File: src/sv/lfu_pkg.sv
// Package for the LFU cache table: shared widths, request codes, the
// stored row layout and the controller/datapath command and status structs.
// No dependencies.
`default_nettype none

package lfu_pkg;

  localparam int KEY_W   = 32;
  localparam int VAL_W   = 32;
  localparam int CNT_W   = 32;
  localparam int STAMP_W = 64;
  localparam int CAP_W   = 5;

  localparam logic [CAP_W-1:0] CAP_RESET = 5'd16;
  localparam logic [CNT_W-1:0] COUNT_MAX = '1;
  localparam logic [CNT_W-1:0] COUNT_ONE = 32'd1;

  // Request codes
  localparam logic REQ_GET = 1'b0;
  localparam logic REQ_PUT = 1'b1;

  // One stored cache row
  typedef struct packed {
    logic [KEY_W-1:0]   key;
    logic [VAL_W-1:0]   value;
    logic [CNT_W-1:0]   count;
    logic [STAMP_W-1:0] stamp;
  } row_t;

  // Controller to datapath
  typedef struct packed {
    logic load;    // latch the request, restart the scan
    logic scan;    // step the table scan
    logic commit;  // write back and load the result register
  } ctl_cmd_t;

  // Datapath to controller
  typedef struct packed {
    logic scan_last;  // last slot is being compared this cycle
  } ctl_sts_t;

endpackage

`default_nettype wire

File: src/sv/lfu_ctrl.sv
// Controller for the LFU cache table: sequences accept, scan and commit,
// and owns the input ready and result valid flags.
// Depends on lfu_pkg.
`default_nettype none

module lfu_ctrl
  import lfu_pkg::*;
(
  input  logic     clk,
  input  logic     rst,
  input  logic     in_valid,
  output logic     in_ready,
  output logic     out_valid,
  input  logic     out_ready,
  input  ctl_sts_t sts,
  output ctl_cmd_t cmd
);

  typedef enum logic [2:0] {
    ST_IDLE   = 3'b001,
    ST_SCAN   = 3'b010,
    ST_COMMIT = 3'b100
  } state_t;

  state_t state;
  state_t state_next;
  logic   out_free;

  // Result register is free when empty or being drained this cycle
  assign out_free = !out_valid || out_ready;
  assign in_ready = (state == ST_IDLE);

  // Next state and commands
  always_comb begin
    state_next = state;
    cmd        = '0;
    case (state)
      ST_IDLE: begin
        if (in_valid) begin
          cmd.load   = 1'b1;
          state_next = ST_SCAN;
        end
      end
      ST_SCAN: begin
        cmd.scan = 1'b1;
        if (sts.scan_last) begin
          state_next = ST_COMMIT;
        end
      end
      ST_COMMIT: begin
        if (out_free) begin
          cmd.commit = 1'b1;
          state_next = ST_IDLE;
        end
      end
      default: begin
        state_next = ST_IDLE;
      end
    endcase
  end

  // State and result valid flag
  always_ff @(posedge clk) begin
    if (rst) begin
      state     <= ST_IDLE;
      out_valid <= 1'b0;
    end else begin
      state <= state_next;
      if (cmd.commit) begin
        out_valid <= 1'b1;
      end else if (out_ready) begin
        out_valid <= 1'b0;
      end
    end
  end

endmodule

`default_nettype wire

File: src/sv/lfu_datapath.sv
// Datapath for the LFU cache table: row memory, valid bits, access clock,
// scan trackers for match, victim and free slot, and the result register.
// Depends on lfu_pkg; driven by lfu_ctrl.
`default_nettype none

module lfu_datapath
  import lfu_pkg::*;
#(
  parameter int ENTRIES = 16
) (
  input  logic                     clk,
  input  logic                     rst,
  input  ctl_cmd_t                 cmd,
  output ctl_sts_t                 sts,
  input  logic                     cfg_wr,
  input  logic [CAP_W-1:0]         cfg_data,
  input  logic                     req_type,
  input  logic signed [KEY_W-1:0]  key,
  input  logic signed [VAL_W-1:0]  write_value,
  output logic                     hit,
  output logic signed [VAL_W-1:0]  read_value,
  output logic                     evicted,
  output logic signed [KEY_W-1:0]  evicted_key
);

  localparam int IDX_W  = (ENTRIES > 1) ? $clog2(ENTRIES) : 1;
  localparam int SCAN_W = $clog2(ENTRIES + 1);
  localparam int OCC_W  = $clog2(ENTRIES + 1);
  localparam int CMP_W  = (OCC_W > CAP_W) ? OCC_W : CAP_W;

  // Storage
  row_t                mem [ENTRIES];
  logic [ENTRIES-1:0]  valid;
  logic [STAMP_W-1:0]  access_clock;
  logic [CAP_W-1:0]    capacity;

  // Latched request
  logic                req_put;
  logic [KEY_W-1:0]    req_key;
  logic [VAL_W-1:0]    req_value;

  // Scan pipeline
  logic [SCAN_W-1:0]   scan_idx;
  logic                rd_vld;
  logic [IDX_W-1:0]    rd_idx;
  row_t                rd_row;

  // Scan trackers
  logic                found_vld;
  logic [IDX_W-1:0]    found_idx;
  logic [VAL_W-1:0]    found_value;
  logic [CNT_W-1:0]    found_count;
  logic                victim_vld;
  logic [IDX_W-1:0]    victim_idx;
  logic [KEY_W-1:0]    victim_key;
  logic [CNT_W-1:0]    victim_count;
  logic [STAMP_W-1:0]  victim_stamp;
  logic                free_vld;
  logic [IDX_W-1:0]    free_idx;
  logic [OCC_W-1:0]    occupied;

  // Commit decisions
  logic                issue;
  logic                better;
  logic [CMP_W-1:0]    cap_ext;
  logic [CMP_W-1:0]    cap_eff;
  logic                full;
  logic                do_evict;
  logic                wr_en;
  logic [IDX_W-1:0]    wr_idx;
  row_t                wr_row;
  logic [CNT_W-1:0]    count_inc;

  assign issue         = (scan_idx != SCAN_W'(ENTRIES));
  assign sts.scan_last = rd_vld && (rd_idx == IDX_W'(ENTRIES - 1));

  // Candidate beats current victim: smaller count, then older access
  assign better = !victim_vld || (rd_row.count < victim_count) ||
                  ((rd_row.count == victim_count) && (rd_row.stamp < victim_stamp));

  // Clamp the capacity into 1..ENTRIES
  always_comb begin
    cap_ext = CMP_W'(capacity);
    if (cap_ext == '0) begin
      cap_eff = CMP_W'(1);
    end else if (cap_ext > CMP_W'(ENTRIES)) begin
      cap_eff = CMP_W'(ENTRIES);
    end else begin
      cap_eff = cap_ext;
    end
  end

  assign full      = (CMP_W'(occupied) >= cap_eff);
  assign count_inc = (found_count == COUNT_MAX) ? found_count : found_count + COUNT_ONE;

  // Pick the write-back slot and row
  always_comb begin
    do_evict     = 1'b0;
    wr_en        = 1'b0;
    wr_idx       = found_idx;
    wr_row.key   = req_key;
    wr_row.value = req_value;
    wr_row.count = COUNT_ONE;
    wr_row.stamp = access_clock;
    if (found_vld) begin
      wr_en        = 1'b1;
      wr_row.value = (req_put == REQ_PUT) ? req_value : found_value;
      wr_row.count = count_inc;
    end else if (req_put == REQ_PUT) begin
      if (full && victim_vld) begin
        do_evict = 1'b1;
        wr_en    = 1'b1;
        wr_idx   = victim_idx;
      end else begin
        wr_en  = free_vld;
        wr_idx = free_idx;
      end
    end
  end

  // Row memory: one write port, one registered read port
  always_ff @(posedge clk) begin
    if (cmd.commit && wr_en) begin
      mem[wr_idx] <= wr_row;
    end
    if (cmd.scan && issue) begin
      rd_row <= mem[scan_idx[IDX_W-1:0]];
    end
  end

  // Configuration, valid bits and access clock
  always_ff @(posedge clk) begin
    if (rst) begin
      capacity     <= CAP_RESET;
      valid        <= '0;
      access_clock <= '0;
    end else begin
      if (cfg_wr) begin
        capacity <= cfg_data;
      end
      if (cmd.commit && wr_en) begin
        valid[wr_idx] <= 1'b1;
        access_clock  <= access_clock + STAMP_W'(1);
      end
    end
  end

  // Latch the request
  always_ff @(posedge clk) begin
    if (cmd.load) begin
      req_put   <= req_type;
      req_key   <= key;
      req_value <= write_value;
    end
  end

  // Scan: issue one read per cycle, compare the row read last cycle
  always_ff @(posedge clk) begin
    if (rst) begin
      scan_idx   <= '0;
      rd_vld     <= 1'b0;
      found_vld  <= 1'b0;
      victim_vld <= 1'b0;
      free_vld   <= 1'b0;
      occupied   <= '0;
    end else if (cmd.load) begin
      scan_idx   <= '0;
      rd_vld     <= 1'b0;
      found_vld  <= 1'b0;
      victim_vld <= 1'b0;
      free_vld   <= 1'b0;
      occupied   <= '0;
    end else if (cmd.scan) begin
      rd_vld <= issue;
      if (issue) begin
        rd_idx   <= scan_idx[IDX_W-1:0];
        scan_idx <= scan_idx + SCAN_W'(1);
      end
      if (rd_vld) begin
        if (valid[rd_idx]) begin
          occupied <= occupied + OCC_W'(1);
          if (!found_vld && (rd_row.key == req_key)) begin
            found_vld   <= 1'b1;
            found_idx   <= rd_idx;
            found_value <= rd_row.value;
            found_count <= rd_row.count;
          end
          if (better) begin
            victim_vld   <= 1'b1;
            victim_idx   <= rd_idx;
            victim_key   <= rd_row.key;
            victim_count <= rd_row.count;
            victim_stamp <= rd_row.stamp;
          end
        end else if (!free_vld) begin
          free_vld <= 1'b1;
          free_idx <= rd_idx;
        end
      end
    end
  end

  // Result register
  always_ff @(posedge clk) begin
    if (cmd.commit) begin
      hit         <= found_vld;
      read_value  <= (found_vld && (req_put == REQ_GET)) ? found_value : '0;
      evicted     <= do_evict;
      evicted_key <= do_evict ? victim_key : '0;
    end
  end

endmodule

`default_nettype wire

File: src/sv/lfu_cache_table_top.sv
// LFU cache table, top level: joins the controller and the datapath.
// Depends on lfu_pkg, lfu_ctrl and lfu_datapath.
//
// Usage:
//   Request channel (in_valid/in_ready): req_type (get or put), key,
//   write_value. One result per request on the result channel
//   (out_valid/out_ready): hit, read_value, evicted, evicted_key.
//   Configuration channel (cfg_valid/cfg_ready): cache_capacity, always
//   ready; write it only while no request is in flight.
//   The result is registered after the table is scanned one slot per
//   cycle through the single read port of the row memory, plus a
//   registered read and a write-back step. The controller then returns
//   to idle, so a new request is accepted only once the previous one
//   has been written back, never while one is still being scanned.
//   The result sits in an output register; the next request is accepted
//   while it waits. If the receiver stalls, the following request holds
//   in its write-back step until the result register drains.
//   Reset clears all valid bits, the access clock and sets the capacity
//   to 16; row contents are not cleared and no sweep is needed.
`default_nettype none

module lfu_cache_table_top
  import lfu_pkg::*;
#(
  parameter int ENTRIES = 16
) (
  input  logic                     clk,
  input  logic                     rst,
  input  logic                     cfg_valid,
  output logic                     cfg_ready,
  input  logic [CAP_W-1:0]         cache_capacity,
  input  logic                     in_valid,
  output logic                     in_ready,
  input  logic                     req_type,
  input  logic signed [KEY_W-1:0]  key,
  input  logic signed [VAL_W-1:0]  write_value,
  output logic                     out_valid,
  input  logic                     out_ready,
  output logic                     hit,
  output logic signed [VAL_W-1:0]  read_value,
  output logic                     evicted,
  output logic signed [KEY_W-1:0]  evicted_key
);

  ctl_cmd_t cmd;
  ctl_sts_t sts;

  assign cfg_ready = 1'b1;

  lfu_ctrl u_ctrl (
    .clk       (clk),
    .rst       (rst),
    .in_valid  (in_valid),
    .in_ready  (in_ready),
    .out_valid (out_valid),
    .out_ready (out_ready),
    .sts       (sts),
    .cmd       (cmd)
  );

  lfu_datapath #(
    .ENTRIES (ENTRIES)
  ) u_datapath (
    .clk         (clk),
    .rst         (rst),
    .cmd         (cmd),
    .sts         (sts),
    .cfg_wr      (cfg_valid && cfg_ready),
    .cfg_data    (cache_capacity),
    .req_type    (req_type),
    .key         (key),
    .write_value (write_value),
    .hit         (hit),
    .read_value  (read_value),
    .evicted     (evicted),
    .evicted_key (evicted_key)
  );

endmodule

`default_nettype wire
File: config.mk
export PLATFORM = sky130hd
export DESIGN_NAME = lfu_cache_table_top
export DESIGN_NICKNAME = d
export VERILOG_FILES = /design/src/sv/lfu_pkg.sv /design/src/sv/lfu_ctrl.sv /design/src/sv/lfu_datapath.sv /design/src/sv/lfu_cache_table_top.sv
export SDC_FILE = /design/constraint.sdc
export NUM_CORES = 2
export LEC_CHECK = 0
export BUFFER_PORTS_ARGS = -buffer_cell sky130_fd_sc_hd__buf_4
export CAP_MARGIN = 20
export CORE_MARGIN = 2
export CORE_UTILIZATION = 63
export CTS_CLUSTER_SIZE = 10
export DETAILED_ROUTE_END_ITERATION = 10
export PLACE_DENSITY = 0.8
export RECOVER_POWER = 25
export SLEW_MARGIN = 5
export SYNTH_ARGS = -nofsm -noshare
export SYNTH_HDL_FRONTEND = slang
export SYNTH_SLANG_ARGS = --single-unit
File: constraint.sdc
create_clock -name clk -period 35.5 [get_ports clk]
set_input_delay 1.775 -clock clk [delete_from_list [all_inputs] [get_ports clk]]
set_output_delay 1.775 -clock clk [all_outputs]
set_load 0.005 [all_outputs]
Yosys cells after proc, flatten, opt, wreduce, memory -nomap -nowiden

Memories as Yosys holds them, arrays and structs flattened. A register that Yosys moved wholly into a read port is not among the register bits.
Cells that the tools add are included.

Register bits: 442
RAM bits: 2,560
Input bits: 75
Output and inout bits: 69
Logic and storage cells: 114
Memories kept: 1

Add/subtract/negate cells: 4
Order comparisons: 7
Eq/ne operators: 11
Muxes and demuxes: 31
Bitwise gates (word level): 6
Reductions and logical operators: 27

Memories:

| name           | words | width | read ports | clocked after memory_dff | wr ports | RTL line           | text |
|---|---|---|---|---|---|---|---|
| u_datapath.mem | 16    | 160   | 1          | 1                        | 1        | lfu_datapath.sv:32 | `row_t mem [ENTRIES];` |

Operators by type and width:

| cell                                               | number |
|---|---|
| adder 64 x 1 -> 64 bit, second input constant      | 1 |
| == test 32 bit                                     | 2 |
| < comparator 64 bit                                | 1 |
| two-way mux 32 bit                                 | 2 |
| two-way mux 64 bit                                 | 1 |
| adder 32 x 1 -> 32 bit, second input constant      | 1 |
| == test 32 bit, second input constant              | 1 |
| < comparator 32 bit                                | 1 |
| AND reduction 6 bit                                | 3 |
| two-way mux 1 bit                                  | 17 |
| OR 16 bit                                          | 1 |
| two-way mux 4 bit                                  | 3 |
| AND reduction 4 bit                                | 3 |
| adder 5 x 1 -> 5 bit, second input constant        | 2 |
| < comparator 4 x 5 -> 1 bit, second input constant | 2 |
| two-way mux 5 bit                                  | 2 |
| two-way mux 3 bit                                  | 3 |
| case mux 3 bit (3 select lines)                    | 1 |
| AND reduction 3 bit                                | 3 |
| logical AND 1 bit                                  | 8 |
| >= comparator 5 bit                                | 1 |
| > comparator 5 bit, second input constant          | 1 |
| zero test 5 bit                                    | 1 |
| != test 5 bit, second input constant               | 1 |
| other kinds (15)                                   | 24 |

Longest topological paths before layout

Depth in word-level cells: 13
Gate-level depth with buffers: 13
Depth with buffers taken out: 11

Cells and area by module

From an unflattened synthesis, not the netlist that was laid out.

Cell total of the unflattened synthesis: 5,266
Area total of the unflattened synthesis: 120,017.6 um^2

Modules (own cells, without submodules):

| module              | times used | cells an instance | area an instance (um^2) | seq. area each (um^2) |
|---|---|---|---|---|
| lfu_datapath        | 1          | 5,242             | 119,802.4               | 93,840.0 |
| lfu_ctrl            | 1          | 22                | 203.9                   | 80.1 |
| lfu_cache_table_top | 1          | 2                 | 11.3                    | 0.0 |

Worst setup path before layout

Ideal clock, no wire load.

Kind: flip-flop to flip-flop
Start point: reg u_datapath.scan_idx[0]
End point: reg u_datapath.rd_idx[0] (enable)
Setup time: 0.361 ns
Arrival: 13.971 ns
Data required time: 35.139 ns
Slack: 21.169 ns
Cell stages (with the launch flop): 11
Path buffers: 4
Period minus slack after synthesis: 14.331 ns
Cell sequence: dfxtp_1 -> clkbuf_1 -> buf_2 -> buf_2 -> buf_1 -> inv_1 -> ha_1 -> nor4bb_1 -> nor3_1 -> inv_1 -> nor2_1

Longest elaborated chain between the ends: 2

Ends and longest elaborated chain:

| what                          | RTL line            | text |
|---|---|---|
| from (decl)                   | lfu_datapath.sv:43  | `logic [SCAN_W-1:0] scan_idx;` |
| from (signal assigned)        | lfu_datapath.sv:177 | `scan_idx <= scan_idx + SCAN_W'(1);` |
| != test 5 bit                 | lfu_datapath.sv:74  | `assign issue = (scan_idx != SCAN_W'(ENTRIES));` |
| AND reduction 4 bit (no line) | --                  |  |
| to (signal assigned)          | lfu_datapath.sv:176 | `rd_idx <= scan_idx[IDX_W-1:0];` |
| to (decl)                     | lfu_datapath.sv:45  | `logic [IDX_W-1:0] rd_idx;` |

No other way between the ends.
A chain may end at the register's enable or synchronous reset.

==> reports/metrics.csv <==
stage,metric,value,unit
worst_setup_path,Required @ worst endpoint,36.07,ns
worst_setup_path,Slowest Stage Delay on Critical Path,0.99,ns
logic_synthesis,mux share of post-synthesis cell area,0.156,
drt,DR DRC count,1,
worst_setup_path,Worst path depth,9,
logic_synthesis,Post-synth EDFFs,3059,
worst_setup_path,CP endpoint kind,flip-flop,
logic_synthesis,Synth Area in Simple Gates,0.0244,
timing,worst hold margin,0.408,ns
pwr,Seq pwr share,0.549,
run_status,failing checks,design-rule violations,
placed_design,GP Congestion,0.829,
timing,fin crit share,0.181,
logic_synthesis,Yosys top cell area share,0.765,
timing,Hold Fails Final Rpt,0,
logic_synthesis,Post-Synth Adder-Cell Area,0.0109,
logic_synthesis,"area leader, netlist",edfxtp_1,
grt,largest net degree at the start of global routing,147,
logic_synthesis,library cells used by synthesis,63,
grt,initial antenna violation count,8,
drt,final WL,304,mm
floorplan,die area,194000,µm²
pwr,Clk pwr share,0.441,
cells_and_area,"commonest non-fill, non-tap cells in the layout","3,059 x edfxtp_1, 802 x mux4_2, 371 x clkbuf_16",
floorplan,CORE AREA,190000,µm²
worst_setup_path,Most common cell on crit path,buf_4,
grt,met2 Resource Use GR,0.512,
worst_setup_path,worst path cell trace,"buf_4, nor2b_1, and3b_4, nand2_1, nor2_1, nand3_1, nor2_4, buf_4, buf_4",
worst_hold_path,cell depth of the worst hold path,0,
logic_synthesis,Post-Synthesis Cell Area,120000,µm²
logic_synthesis,Mapped Nets,5488,
grt,GRT Resource Usage Total,0.311,
logic_synthesis,XOR/XNOR share of the synthesized area,0.00715,
timing,relative slew slack,0.126,
clocking,TritonCTS clock tree,built,
clocking,PostCTS Resize Cnt,0,
logic_synthesis,synthesized flop and latch total,3162,
logic_synthesis,post-synthesis compound-gate area fraction,0.00836,
cells_and_area,"Cell Count, Final, Fillers Out",8311,
pwr,pwr/cell area,55.4,nW/µm²
logic_synthesis,prevailing post-synth register cell,edfxtp_1,
cells_and_area,fillers,9953,
worst_setup_path,critical path's slowest cell,buf_4,
pwr,Max VDD drop,0.0479,mV
pwr,Power Total,7.44,mW
clocking,maximum buffer depth of the clock tree,4,
timing,RSZ-0062 raised after global routing,no,
logic_synthesis,synth warn,0,
timing,Slew @ Worst Pin,1.31,ns
grt,met3 Usage GRT,0.0629,
placed_design,dpl cells,7830,
floorplan,floorplan row count,160,
pwr,sw power,1.47,mW
placed_design,port buffer count,142,
worst_setup_path,Setup Crit Path Kind,input pin to flip-flop,
drt,Final ANT Viol Nets,0,
floorplan,Top Ports,144,
pwr,Leak,39.0,nW
timing,Worst Skew,0.0894,ns
worst_setup_path,buffers plus inverters on the worst setup path,3,
logic_synthesis,Area contributors post-synth,"edfxtp_1 77%, mux4_2 15%, dfxtp_1 1.7%, ha_1 1.1%, clkbuf_1 0.58%",
timing,Highest Clock Rate,156,MHz
logic_synthesis,synthesized instance count,5308,
timing,post-layout minimum cycle time,6.42,ns
floorplan,Die W,440,µm
worst_setup_path,cells on worst reg2reg path,13,
clocking,H-tree depth,5,
grt,M1 GR Usage,0.412,
drt,TritonRoute pass-1 iters,11,
clocking,hold_buf cts,0,
logic_synthesis,register area share after synthesis,0.783,
logic_synthesis,Synth Area per Inst,22.6,µm²
pwr,Int Pwr,5.97,mW
grt,vias in the first global route,62400,
floorplan,initial core utilization,0.632,
drt,via count,59900,
drt,DR iter-0 viols,9199,
worst_setup_path,Crit path max-delay family,simple AND/OR/NAND/NOR gates,
timing,setup TNS,0,ns
logic_synthesis,Async SR Flop Fraction,0,
drt,vias per inst,7.21,
cells_and_area,"Design Area, Final",134000,µm²
logic_synthesis,largest family of logic cells by synthesized area,multiplexers,
floorplan,Die H,440,µm
grt,first-pass GRT wire length,432,mm
clocking,"Clk Latency, worst-skew pair",1.01,ns
job,maxcap violations,0,
worst_hold_path,Hold WC Path Type,flip-flop to flip-flop,
clocking,"Reg clk slew, reported paths",0.05,ns
cells_and_area,P&R area growth vs syn,12.0,%
pwr,Net Sw Frac,0.198,
grt,Top Usage Layer GRT,met2,
clocking,Root Buffer,clkbuf_16,
cells_and_area,share of cells above drive strength 1,0.261,
grt,global route overflow,0,
timing,Final Max Tran Viols,0,
pwr,Combinational Power Share,0.010,
placed_design,Post-DP Area,124000,µm²
run_status,status,finished with violations,
clocking,TritonCTS Buffers,367,
timing,Final setup viols,0,
cells_and_area,"commonest non-fill, non-tap cell in the layout",edfxtp_1,
drt,drt wl/cell,36.5,µm
clocking,Post-CTS Setup Inserts,0,
worst_setup_path,CP Launch Type,input pin,
cells_and_area,"Net count, final",5880,
worst_setup_path,crit path DAT,6.99,ns
clocking,CTS sink cnt,3162,
worst_setup_path,"Max FO, Critical Path",52,
placed_design,hpwl dp,134,mm
-- power groups by stage --
stage / clock [mW] / sequential, mW / combinational [mW]
2_1_floorplan: 0 / 4.16 / 0.0424
3_3_place_gp: 0 / 4.16 / 0.0663
3_5_place_dp: 0 / 4.16 / 0.0689
4_1_cts: 3.29 / 4.09 / 0.0719
5_1_grt: 3.42 / 4.09 / 0.0769
6_report: 3.28 / 4.09 / 0.0731
-- worst reg2reg max path, cell delays in order, from the launching register on --
cell and delay, ns:
dfxtp_1 0.35, nor3_1 0.41, nor2_1 0.09, nor2_1 0.15, ha_1 0.27, nand2b_1 0.17, a31oi_2 0.54, mux2_2 0.43
and2_1 0.17, a211oi_1 0.37, nand2_1 0.32, nor2_4 0.92, buf_4 0.67, buf_4 0.95
-- registers in the layout, summed over array words and instances (netlist names), 16 cells and up --
signal / cells
u_datapath.mem: 2560
u_datapath.rd_row: 160
u_datapath.access_clock: 64
u_datapath.victim_stamp: 64
u_datapath.evicted_key: 32
u_datapath.found_count: 32
u_datapath.found_value: 32
u_datapath.read_value: 32
u_datapath.req_key: 32
u_datapath.req_value: 32
u_datapath.victim_count: 32
u_datapath.victim_key: 32
u_datapath.valid: 16
-- logic make-up after synthesis --
| family | Yosys count |
|---|---|
| AOI/OAI and AO/OA | 165 |
| xor gates and xnor gates | 98 |
| adders and majority gates | 105 |
| buffers and inverters | 342 |
| DFF | 3162 |
| muxes | 859 |
| other | 1 |
| and+or+nand+nor | 576 |
-- cells in the mapped netlist (21+ instances only) --
cell and n:
nand3_1 43, nand4_1 57, a21oi_1 73, dfxtp_1 103
and2_1 36, nand2_1 98, xor2_1 52, inv_1 119
and3_1 49, buf_1 30, o21ai_0 34, ha_1 105
xnor2_1 46, edfxtp_1 3059, clkbuf_1 185, nor3_1 40
mux2_2 44, nor2_1 158, nor4_1 32, nor2b_1 21
mux4_2 802
-- area by class of cell --
cell class | count | area (µm²) | area share
repair buffers | 244 | 2130 | 0.0159
diodes | 5 | 12.5 | 0.0000931
clock buffers | 452 | 9590 | 0.0713
inverters | 121 | 454 | 0.00338
flip-flops and latches | 3162 | 93900 | 0.699
clock inverters | 12 | 159 | 0.00118
well taps | 2511 | 3140 | 0.0234
multi-input cells | 1804 | 25000 | 0.186
-- path summary, 6_finish.rpt --
check	start	to	slack (ns)
max reg2reg	u_datapath.cap_ext[1]$_SDFFE_PP0P_	u_datapath.mem[1][100]$_DFFE_PP_	29.24
max	out_ready	u_datapath.mem[4][112]$_DFFE_PP_	29.08
min reg2reg	u_datapath.rd_row[97]$_DFFE_PP_	u_datapath.found_value[1]$_DFFE_PP_	0.41
min	u_datapath.rd_row[97]$_DFFE_PP_	u_datapath.found_value[1]$_DFFE_PP_	0.41
-- layer usage --
metal / wire, µm / up-vias
met5: 22 / -
met1: 102000 / 31100
met4: 13700 / 4
li1: - / 22900
met2: 155000 / 5100
met3: 32900 / 908
-- through the flow --
| stage | utilization | setup slack [ns] |
|---|---|---|
| 6_report | 0.708 | 29.08 |
| 5_1_grt | 0.708 | 28.98 |
| 2_1_floorplan | - | 21.17 |
| 4_1_cts | 0.707 | 29.26 |
| 3_3_place_gp | 0.656 | 28.41 |
| 3_5_place_dp | 0.656 | 28.34 |
Note: power is estimated with default switching activity, not from simulation.
